[src/rtl/core/osa_pkg.sv]
// ----------------------------------------------------------------------------
// OSA package
// Shared constants and types of the OSA edit distance block.
// ----------------------------------------------------------------------------
`default_nettype none

package osa_pkg;

  localparam int MAX_LEN_DEF = 64;
  localparam int SYM_W       = 8;
  localparam int DIST_W      = 7;
  localparam logic [DIST_W-1:0] DIST_MAX = 7'd127;

  // control bits that travel with a symbol along the cell chain
  typedef struct packed {
    logic valid;
    logic last;
  } tok_ctl_t;

endpackage

`default_nettype wire

[src/rtl/core/osa_ram.sv]
// ----------------------------------------------------------------------------
// OSA generic RAM
// One write port, one read port with registered read data.
// ----------------------------------------------------------------------------
`default_nettype none

module osa_ram #(
  parameter int WIDTH = osa_pkg::SYM_W,
  parameter int DEPTH = osa_pkg::MAX_LEN_DEF
) (
  input  wire logic                     clk,
  input  wire logic                     we,
  input  wire logic [$clog2(DEPTH)-1:0] waddr,
  input  wire logic [WIDTH-1:0]         wdata,
  input  wire logic [$clog2(DEPTH)-1:0] raddr,
  output logic      [WIDTH-1:0]         rdata
);

  logic [WIDTH-1:0] mem [DEPTH];

  always_ff @(posedge clk) begin
    if (we) begin
      mem[waddr] <= wdata;
    end
    rdata <= mem[raddr];
  end

endmodule

`default_nettype wire

[config.mk]
export PLATFORM = sky130hd
export DESIGN_NAME = osa_ram
export DESIGN_NICKNAME = d
export VERILOG_FILES = /design/src/rtl/core/osa_pkg.sv /design/src/rtl/core/osa_ram.sv
export SDC_FILE = /design/constraint.sdc
export NUM_CORES = 1
export LEC_CHECK = 0
export BUFFER_PORTS_ARGS = -buffer_cell sky130_fd_sc_hd__buf_2
export CORE_UTILIZATION = 48
export DETAILED_ROUTE_END_ITERATION = 10
export GPL_ROUTABILITY_DRIVEN = 0
export PLACE_DENSITY = 0.59
export SYNTH_ARGS = -nofsm -noshare
export SYNTH_HDL_FRONTEND = slang
export SYNTH_SLANG_ARGS = --single-unit
[constraint.sdc]
create_clock -name clk -period 5.9 [get_ports clk]
set_input_delay 0.59 -clock clk [delete_from_list [all_inputs] [get_ports clk]]
set_output_delay 0.59 -clock clk [all_outputs]
set_load 0.03 [all_outputs]
==> flow_summary.yaml <==
yosys:
  synth_adder_area_share_pct: 0
  ys_ff_latch: 520
  synth.distinct_cells: 40
  synth_top_family_by_area: "multiplexers"
  synth_compound_area_share_pct: 2.07
  synth-simple-area-share_pct: 3.39
  ys.flop_type: "edfxtp_1"
  syn_inst: 940
  yosysSeqAreaShare_pct: 77.0
  yosysWarnings: 0
  yosys.area_share.xor_xnor_pct: 0
  synth_nets: 962
  netlist_area_um2: 20200
  avgSynthCellArea_um2: 21.5
  synthMuxAreaShare_pct: 15.9
  synthArstFlopShare_pct: 0
  synth_edf_count: 512
global_route:
  grt_pass1_vias: 9695
  grt_max_degree: 70
  grt_pass1_wl_mm: 65.3
  grt_use_total_pct: 21.7
  grt_overflow: 0
  antenna_found_initial: 3
placed_design:
  hpwl_mm: 26.1
  place_area_um2: 20800
  io_buffers: 29
  dp_slack_ns: 2.29
route:
  dr.pass1.iters: 6
  drtIter0Drc: 810
  wirelength_mm: 44.4
  top_layer: "met5"
  wl_met3_mm: 3.03
  viasPerCell: 6.05
  wl_met2_mm: 21.3
  vias: 9423
  wl_per_cell_um: 28.5
  m1WireLength_mm: 18.6
  ant_nets: 0
  drc: 0
final_layout:
  multi_input_area_um2: 4330
  design_area_um2: 22400
  syn_to_final_growth_pct: 11.2
  drive_gt1_share_pct: 25.0
  final_common_cell: "edfxtp_1"
  post-route-util_pct: 54.5
  fin_nets: 1007
  ff_latch_area_um2: 15500
  fillCellCount: 3188
  final_cell_mix: "edfxtp_1, mux4_2, nor2_1, clkbuf_16, buf_2"
cts:
  hold_buffers: 0
  post-cts-setup-buffer-count: 0
  cts_tree: "done"
  htree_num_levels: 2
  cts.sinks: 520
  cts_made_buffers: 52
  clkLatencyLatePin_ns: 0.59
  cts_resized: 0
  cts-root-buf: "clkbuf_16"
  clkTransAtPathRegs_ns: 0.06
  clock_path_buffers: 3
sta:
  timing.final.setup_violations: 0
  whs_ns: 0.470
  tns_ns: 0
  clock-skew-final_ns: 0.0193
  slew_violations: 0
  hold_viol: 0
  fin_ws_ns: 2.93
  period_needed_ns: 2.97
  grt_setup_unrepaired: "no"
  tightest_slew_ns: 1.24
  fin_crit_sh_pct: 50.4
  fmax_mhz: 336
  slew_headroom_pct: 17.6
run:
  maxCapViolations: 0
worst_setup_path:
  cp-start-kind: "input pin"
  worstSetupEndpointType: "register"
  critPathKind: "input pin to register"
  cp_max_fo: 69
  crit_arrival_ns: 3.42
  cp.required_ns: 6.35
floorplan:
  die_area_um2: 42800
  chipHeight_um: 207
  core-area_um2: 41100
  io_pins: 30
  rows: 74
  fp.dieW_um: 207
  start_util_pct: 49.1
outcome:
  status: "completed"
power_and_ir_drop:
  ir_worst_vdd_mv: 0.228
  p_leak_nw: 6.94
  powerDensity_nw_per_um2: 343
hold_path:
  hold_path_class: "input pin to register"
[registers in the layout (all words and copies together) (netlist names)]
register	flops
rdata	8
mem	512
[final cells by class]
cell class,count,area share (%)
Timing Repair Buffer,42,1.14
Sequential cell,520,69.3
Multi-Input combinational cell,369,19.3
Clock buffer,66,6.18
Tap cell,532,2.97
Antenna cell,2,0.0223
Clock inverter,26,1.10
[stage by stage]
| step | instances | total power, W |
|---|---|---|
| 4_1_cts | 1555 | 0.00775 |
| 3_3_place_gp | 1463 | 0.00456 |
| 5_1_grt | 1556 | 0.00789 |
| 3_5_place_dp | 1463 | 0.00457 |
| 2_1_floorplan | 940 | 0.00441 |
| 6_report | 1557 | 0.00768 |
[per-layer routing]
layer,up-vias,GRT usage [%]
met1,4997,30.1
met3,81,4.88
met2,324,34.0
met5,-,0
li1,4019,-
met4,2,7.95
[cells in the mapped netlist (7+ instances only)]
cell type	instances	area share, %
dfxtp_1	8	0.79
mux2i_1	23	1.1
edfxtp_1	512	76
o221ai_1	8	0.35
clkbuf_1	17	0.32
mux2_2	13	0.73
nand3_1	13	0.32
nor3_1	7	0.17
nand2b_1	7	0.22
nor2b_1	14	0.43
nand2_1	19	0.35
o22ai_1	8	0.25
buf_4	13	0.48
nor2_1	83	1.5
buf_2	11	0.27
mux4_2	126	14
[worst max-delay path, stage by stage]
cell	delay, ns
clkbuf_8	0.66
buf_4	0.57
mux4_2	0.59
mux4_2	0.50
nor2_1	0.30
o32ai_1	0.15
[final timing paths]
path,start,end,slack [ns],cells after the start
min reg2reg,mem[30][6],rdata[6],0.85,3
max reg2reg,mem[3][5],rdata[5],3.75,4
min,raddr[5],rdata[1],0.47,3
max,raddr[0],rdata[4],2.93,6
[logic make-up (layout without fill, tap and decap cells)]
| logic type | Yosys count | count (layout) |
|---|---|---|
| AO/OA/AOI/OAI | 54 | 54 |
| buffers and inverters | 51 | 134 |
| other | 0 | 2 |
| multiplexers | 162 | 162 |
| AND/OR/NAND/NOR | 153 | 153 |
| flip-flops | 520 | 520 |
[report_power, final]
group	internal [W]	total, W	switching (W)
Sequential	0.00409	0.00410	0.0000130
Combinational	0.000135	0.000378	0.000243
Clock	0.00187	0.00320	0.00133
Total	0.00609	0.00768	0.00159
No activity file was read; power rests on OpenSTA's default activity.
