### src/rtl/core/osa_pkg.sv
// ----------------------------------------------------------------------------
// OSA package
// Shared constants and types of the OSA edit distance block.
// ----------------------------------------------------------------------------
`default_nettype none

package osa_pkg;

  localparam int MAX_LEN_DEF = 64;
  localparam int SYM_W       = 8;
  localparam int DIST_W      = 7;
  localparam logic [DIST_W-1:0] DIST_MAX = 7'd127;

  // control bits that travel with a symbol along the cell chain
  typedef struct packed {
    logic valid;
    logic last;
  } tok_ctl_t;

endpackage

`default_nettype wire

### src/rtl/core/osa_cell.sv
// ----------------------------------------------------------------------------
// OSA cell
// One row of the cost table: holds one byte of the first string and turns
// each streamed byte of the second string into the next cost of its row.
// ----------------------------------------------------------------------------
`default_nettype none

module osa_cell #(
  parameter int MAX_LEN = osa_pkg::MAX_LEN_DEF,
  parameter int IDX     = 0
) (
  input  wire logic                              clk,
  input  wire logic                              rst_n,
  input  wire logic                              start,
  input  wire logic                              active,
  input  wire logic                              wr_en,
  input  wire logic [osa_pkg::SYM_W-1:0]         wr_sym,
  input  wire logic [osa_pkg::SYM_W-1:0]         a_prev,
  output logic      [osa_pkg::SYM_W-1:0]         a_o,
  input  wire osa_pkg::tok_ctl_t                 ctl_i,
  input  wire logic [osa_pkg::SYM_W-1:0]         b_i,
  input  wire logic [$clog2(MAX_LEN+1)-1:0]      d_i,
  input  wire logic [$clog2(MAX_LEN+1)-1:0]      dp_i,
  output osa_pkg::tok_ctl_t                      ctl_o,
  output logic      [osa_pkg::SYM_W-1:0]         b_o,
  output logic      [$clog2(MAX_LEN+1)-1:0]      d_o,
  output logic      [$clog2(MAX_LEN+1)-1:0]      dp_o
);

  localparam int LW = $clog2(MAX_LEN + 1);
  localparam logic [LW-1:0] ROW    = LW'(IDX + 1);
  localparam logic [LW-1:0] ROW_UP = LW'(IDX);

  logic [osa_pkg::SYM_W-1:0] a_r, b_prev_r, b_o_r;
  logic [LW-1:0]             left_r, up_prev_r, dp_prev_r, d_o_r, dp_o_r;
  logic                      started_r;
  osa_pkg::tok_ctl_t         ctl_o_r;

  logic [LW:0]   c_up, c_left, c_diag, c_swap, m1, m2, m3;
  logic          swap_ok;
  logic [LW-1:0] d_val;

  // up_prev holds D[i-1][j-1], dp_prev holds D[i-2][j-2]
  always_comb begin
    c_up    = {1'b0, d_i} + {{LW{1'b0}}, 1'b1};
    c_left  = {1'b0, left_r} + {{LW{1'b0}}, 1'b1};
    c_diag  = {1'b0, up_prev_r} + {{LW{1'b0}}, (a_r != b_i)};
    c_swap  = {1'b0, dp_prev_r} + {{LW{1'b0}}, 1'b1};
    swap_ok = (IDX != 0) && started_r && (a_r == b_prev_r) && (a_prev == b_i);
    m1      = (c_up < c_left) ? c_up : c_left;
    m2      = (c_diag < m1) ? c_diag : m1;
    m3      = (swap_ok && (c_swap < m2)) ? c_swap : m2;
    // rows past the first string's end pass the cost through
    d_val   = active ? m3[LW-1:0] : d_i;
  end

  always_ff @(posedge clk) begin
    if (!rst_n) begin
      ctl_o_r   <= '0;
      started_r <= 1'b0;
    end else begin
      ctl_o_r <= ctl_i;
      if (start) begin
        started_r <= 1'b0;
      end else if (ctl_i.valid) begin
        started_r <= 1'b1;
      end
    end
  end

  always_ff @(posedge clk) begin
    if (wr_en) begin
      a_r <= wr_sym;
    end
    if (start) begin
      left_r    <= ROW;
      up_prev_r <= ROW_UP;
    end else if (ctl_i.valid) begin
      left_r    <= d_val;
      up_prev_r <= d_i;
      dp_prev_r <= dp_i;
      b_prev_r  <= b_i;
    end
    if (ctl_i.valid) begin
      d_o_r  <= d_val;
      dp_o_r <= up_prev_r;
      b_o_r  <= b_i;
    end
  end

  assign a_o   = a_r;
  assign ctl_o = ctl_o_r;
  assign b_o   = b_o_r;
  assign d_o   = d_o_r;
  assign dp_o  = dp_o_r;

endmodule

`default_nettype wire

### config.mk
export PLATFORM = sky130hd
export DESIGN_NAME = osa_cell
export DESIGN_NICKNAME = d
export VERILOG_FILES = /design/src/rtl/core/osa_pkg.sv /design/src/rtl/core/osa_cell.sv
export SDC_FILE = /design/constraint.sdc
export NUM_CORES = 1
export LEC_CHECK = 0
export BUFFER_PORTS_ARGS = -buffer_cell sky130_fd_sc_hd__buf_4
export CORE_ASPECT_RATIO = 0.8
export CORE_MARGIN = 4
export CORE_UTILIZATION = 30
export DETAILED_ROUTE_END_ITERATION = 12
export GPL_ROUTABILITY_DRIVEN = 0
export GPL_TIMING_DRIVEN = 0
export RECOVER_POWER = 100
export SKIP_LAST_GASP = 1
export SYNTH_ARGS = -nofsm -noshare
export SYNTH_HDL_FRONTEND = slang
export SYNTH_SLANG_ARGS = --single-unit
### constraint.sdc
create_clock -name clk -period 7.6 [get_ports clk]
set_clock_uncertainty 0.1 [all_clocks]
set_input_delay 0.38 -clock clk [delete_from_list [all_inputs] [get_ports clk]]
set_output_delay 0.38 -clock clk [all_outputs]
set_load 0.05 [all_outputs]
==> impl_metrics.json <==
{
  "n_antenna_cell": 0,
  "synth_enable_flop_cells": 30,
  "routed_wirelength_um": 6899,
  "crit_type": "flop to flop",
  "final-hold-violation-count": 0,
  "numPortBuffers": 60,
  "cts_max_level": 2,
  "worst_setup_path_end_kind": "flop",
  "p_int_mw": 0.4477,
  "p_leak_nw": 1.209,
  "layout_min_cycle_time_ns": 5.037,
  "cts_tree": "yes",
  "slew_viol_final": 0,
  "floorplan.die_area_sq_mm": 0.01015,
  "fp.dieH_um": 90.91,
  "layout.cells.most_common_list": "clkbuf_1, edfxtp_1, nand2_1, nand3_1",
  "timing.max_cap.violations": 0,
  "crit_path_max_incr_delay_ns": 0.76,
  "netlist_area_sq_mm": 0.002577,
  "crit_family": "compound AO/OA/AOI/OAI gates",
  "finalCritPeriodShare_pct": 66.28,
  "fmax_mhz": 198.5,
  "switching_share_pct": 33.80,
  "grt_start_max_net_pins": 27,
  "grt_overflow_total": 0,
  "crit_fanout": 10,
  "clock_tree.root_cell": "clkbuf_8",
  "placedInstanceArea_sq_mm": 0.003163,
  "path_cells": "ha_1 > nand3_1 > xor2_1 > ha_1 > o21ai_0 > o21ai_0 > a21o_1 > clkbuf_1 > nand2_1 > nor2_1 > a21oi_1 > ha_1 > nand4_1 > nor2_1 > o31ai_1 > o31ai_1 > nor2_1 > a221o_1",
  "cts.sink_count": 46,
  "post_cts_buffers": 0,
  "most_common_library_cell_in_the_layout_ignoring_fill_and_taps": "clkbuf_1",
  "mean_instance_size_in_the_synthesized_netlist_sq_um": 10.56,
  "setup_viol": 0,
  "tightest_slew_ns": 1.342,
  "drt_pre_antenna_iters": 4,
  "synthesis.nets": 306,
  "seq_power_share_pct": 44.6,
  "synthCells": 244,
  "core_sq_mm": 0.008128,
  "ctsLongestPathBuffers": 2,
  "detail_route.wl_per_cell_um": 16.43,
  "synthArstFlopShare_pct": 0,
  "multiInputGateArea_sq_mm": 0.001313,
  "power-per-cell-area_mw_per_mm2": 217.4,
  "clock_latency_late_sink_ns": 0.29,
  "aggregate_negative_setup_slack_ns": 0,
  "path_clk_slew_ns": 0.08,
  "sequential_cell_area_sq_mm": 0.001221,
  "cp.required_ns": 7.54,
  "hold_class": "primary input to flop",
  "power_mw": 0.6763,
  "wire_length_of_the_first_global_routing_pass_um": 10920,
  "cts_buffers": 5,
  "dp.final_hpwl_um": 5426,
  "dr.first_iter.drc_count": 156,
  "finish.instance_area_sq_mm": 0.003110,
  "vias": 2144,
  "grt_use_total_pct": 13.36,
  "route.antenna.remaining_nets": 0,
  "worst_ir_drop_vdd_v": 0.0001105,
  "synth.ff_latch_count": 46,
  "timing.reg2reg.setup_slack_ns": 2.56,
  "detail_route.drc_violations": 0,
  "final_util_pct": 38.27,
  "die_width_um": 111.6,
  "detail_route.vias_per_cell": 5.105,
  "grt_pass1_vias": 2027,
  "number_of_antenna_violations_at_the_first_check_in_global_routing": 0,
  "synthesis.yosys.warnings": 0,
  "syn_to_final_growth_pct": 20.68,
  "cell_variety_after_synth": 51,
  "synth_seq_area_share_pct": 47.38,
  "cpMaxStageDelayCell": "o31ai_1",
  "yosys_most_used_dff": "edfxtp_1",
  "fillCellCount": 846,
  "arrival_ns": 4.98,
  "combPwrFrac_pct": 29.5,
  "critical_path.startpoint_type": "flop",
  "effective_utilization_at_floorplan_pct": 31.71,
  "maxSlewHeadroom_pct": 10.51,
  "num_io_pins": 77,
  "drive_gt1_share_pct": 10.90,
  "status": "finished, final reports clean",
  "path_buf_inv": 1,
  "design.final.nets": 373,
  "net_load_switching_power_mw": 0.2286,
  "grt_setup_unrepaired": "no",
  "rows": 29,
  "share_clk_of_total_power_pct": 25.9,
  "cts_hold_buffers_added": 0,
  "worst_hold_slack_ns": 0.1799,
  "post_cts_resized": 0
}
==> stage by stage <==
stage	setup slack [ns]	cells
2_1_floorplan	3.585	244
3_3_place_gp	2.943	412
3_5_place_dp	2.862	412
4_1_cts	2.784	420
5_1_grt	2.166	420
6_report	2.563	420
==> state kept, by name, indices dropped and copies added (netlist names) <==
name,flops
b_o,8
left_r,7
ctl_o,2
up_prev_r,7
d_o,7
dp_o,7
a_o,8
==> power by group through the flow <==
stage	Combinational [mW]	Sequential, mW	Clock, mW
3_5_place_dp	0.212	0.307	0
6_report	0.200	0.302	0.175
5_1_grt	0.216	0.304	0.190
3_3_place_gp	0.210	0.307	0
4_1_cts	0.213	0.302	0.180
2_1_floorplan	0.0938	0.355	0
==> worst reg2reg max path: stages (launching register included) <==
cell and delay, ns:
dfxtp_1 0.55, ha_1 0.26, nand3_1 0.12, xor2_1 0.19
ha_1 0.29, o21ai_0 0.08, o21ai_0 0.29, a21o_1 0.24
clkbuf_1 0.35, nand2_1 0.15, nor2_1 0.13, a21oi_1 0.06
ha_1 0.32, nand4_1 0.16, nor2_1 0.20, o31ai_1 0.12
o31ai_1 0.76, nor2_1 0.09, a221o_1 0.33
==> synth_stat cells, types with 2 or more instances <==
cell type  instances  area (sq um)
a211oi_1           3         22.52
a21o_1             8         60.06
a21oi_1            4         20.02
a31oi_1            5         31.28
and2_1             8         50.05
and3_1             2         12.51
clkbuf_1           4         15.01
dfxtp_1           16         320.3
edfxtp_1          30         900.9
ha_1              17         212.7
inv_1              4         15.01
mux2i_1            7         70.07
nand2_1           22         82.58
nand3_1           19         95.09
nand4_1            7         43.79
nor2_1            17         63.81
nor3_1             5         25.02
nor4_1             2         12.51
o2111ai_1          4         35.03
o21a_1             3         22.52
o21ai_0            8         40.04
xnor2_1            5         43.79
xor2_1            16         140.1
==> routing by layer <==
metal,vias up,track usage [%],routed length [um]
met5,-,0,0
met4,0,4.053,118
met3,12,2.880,342
met2,56,19.41,3019
met1,1014,19.74,3419
li1,1062,-,-
==> cells by family after synthesis <==
group / count (synthesis) / synth area share (%)
buffers and inverters: 10 / 1.504
adders and majority gates: 17 / 8.252
AOI/OAI and AO/OA: 56 / 16.65
muxes: 7 / 2.719
DFF: 46 / 47.38
xor gates and xnor gates: 21 / 7.136
and+or+nand+nor: 87 / 16.36
==> worst paths after layout <==
path,startpoint,cells past startpoint,endpoint
worst min-delay path,wr_sym[4],1,a_o[4]
worst min register to register,up_prev_r[0],0,dp_o[0]
worst max register to register,left_r[0],18,d_o[5]
worst max-delay path,left_r[0],18,d_o[5]
==> cell type report <==
| class | instances | share of cell area (%) |
|---|---|---|
| clock inverter | 1 | 0.9654 |
| inverter | 4 | 0.4827 |
| sequential | 46 | 39.26 |
| timing repair buffer | 60 | 9.533 |
| tap | 108 | 4.344 |
| buffer | 6 | 0.7643 |
| multi-input combinational | 188 | 42.20 |
| clock buffer | 7 | 2.454 |
(Power assumes the default switching activity.)
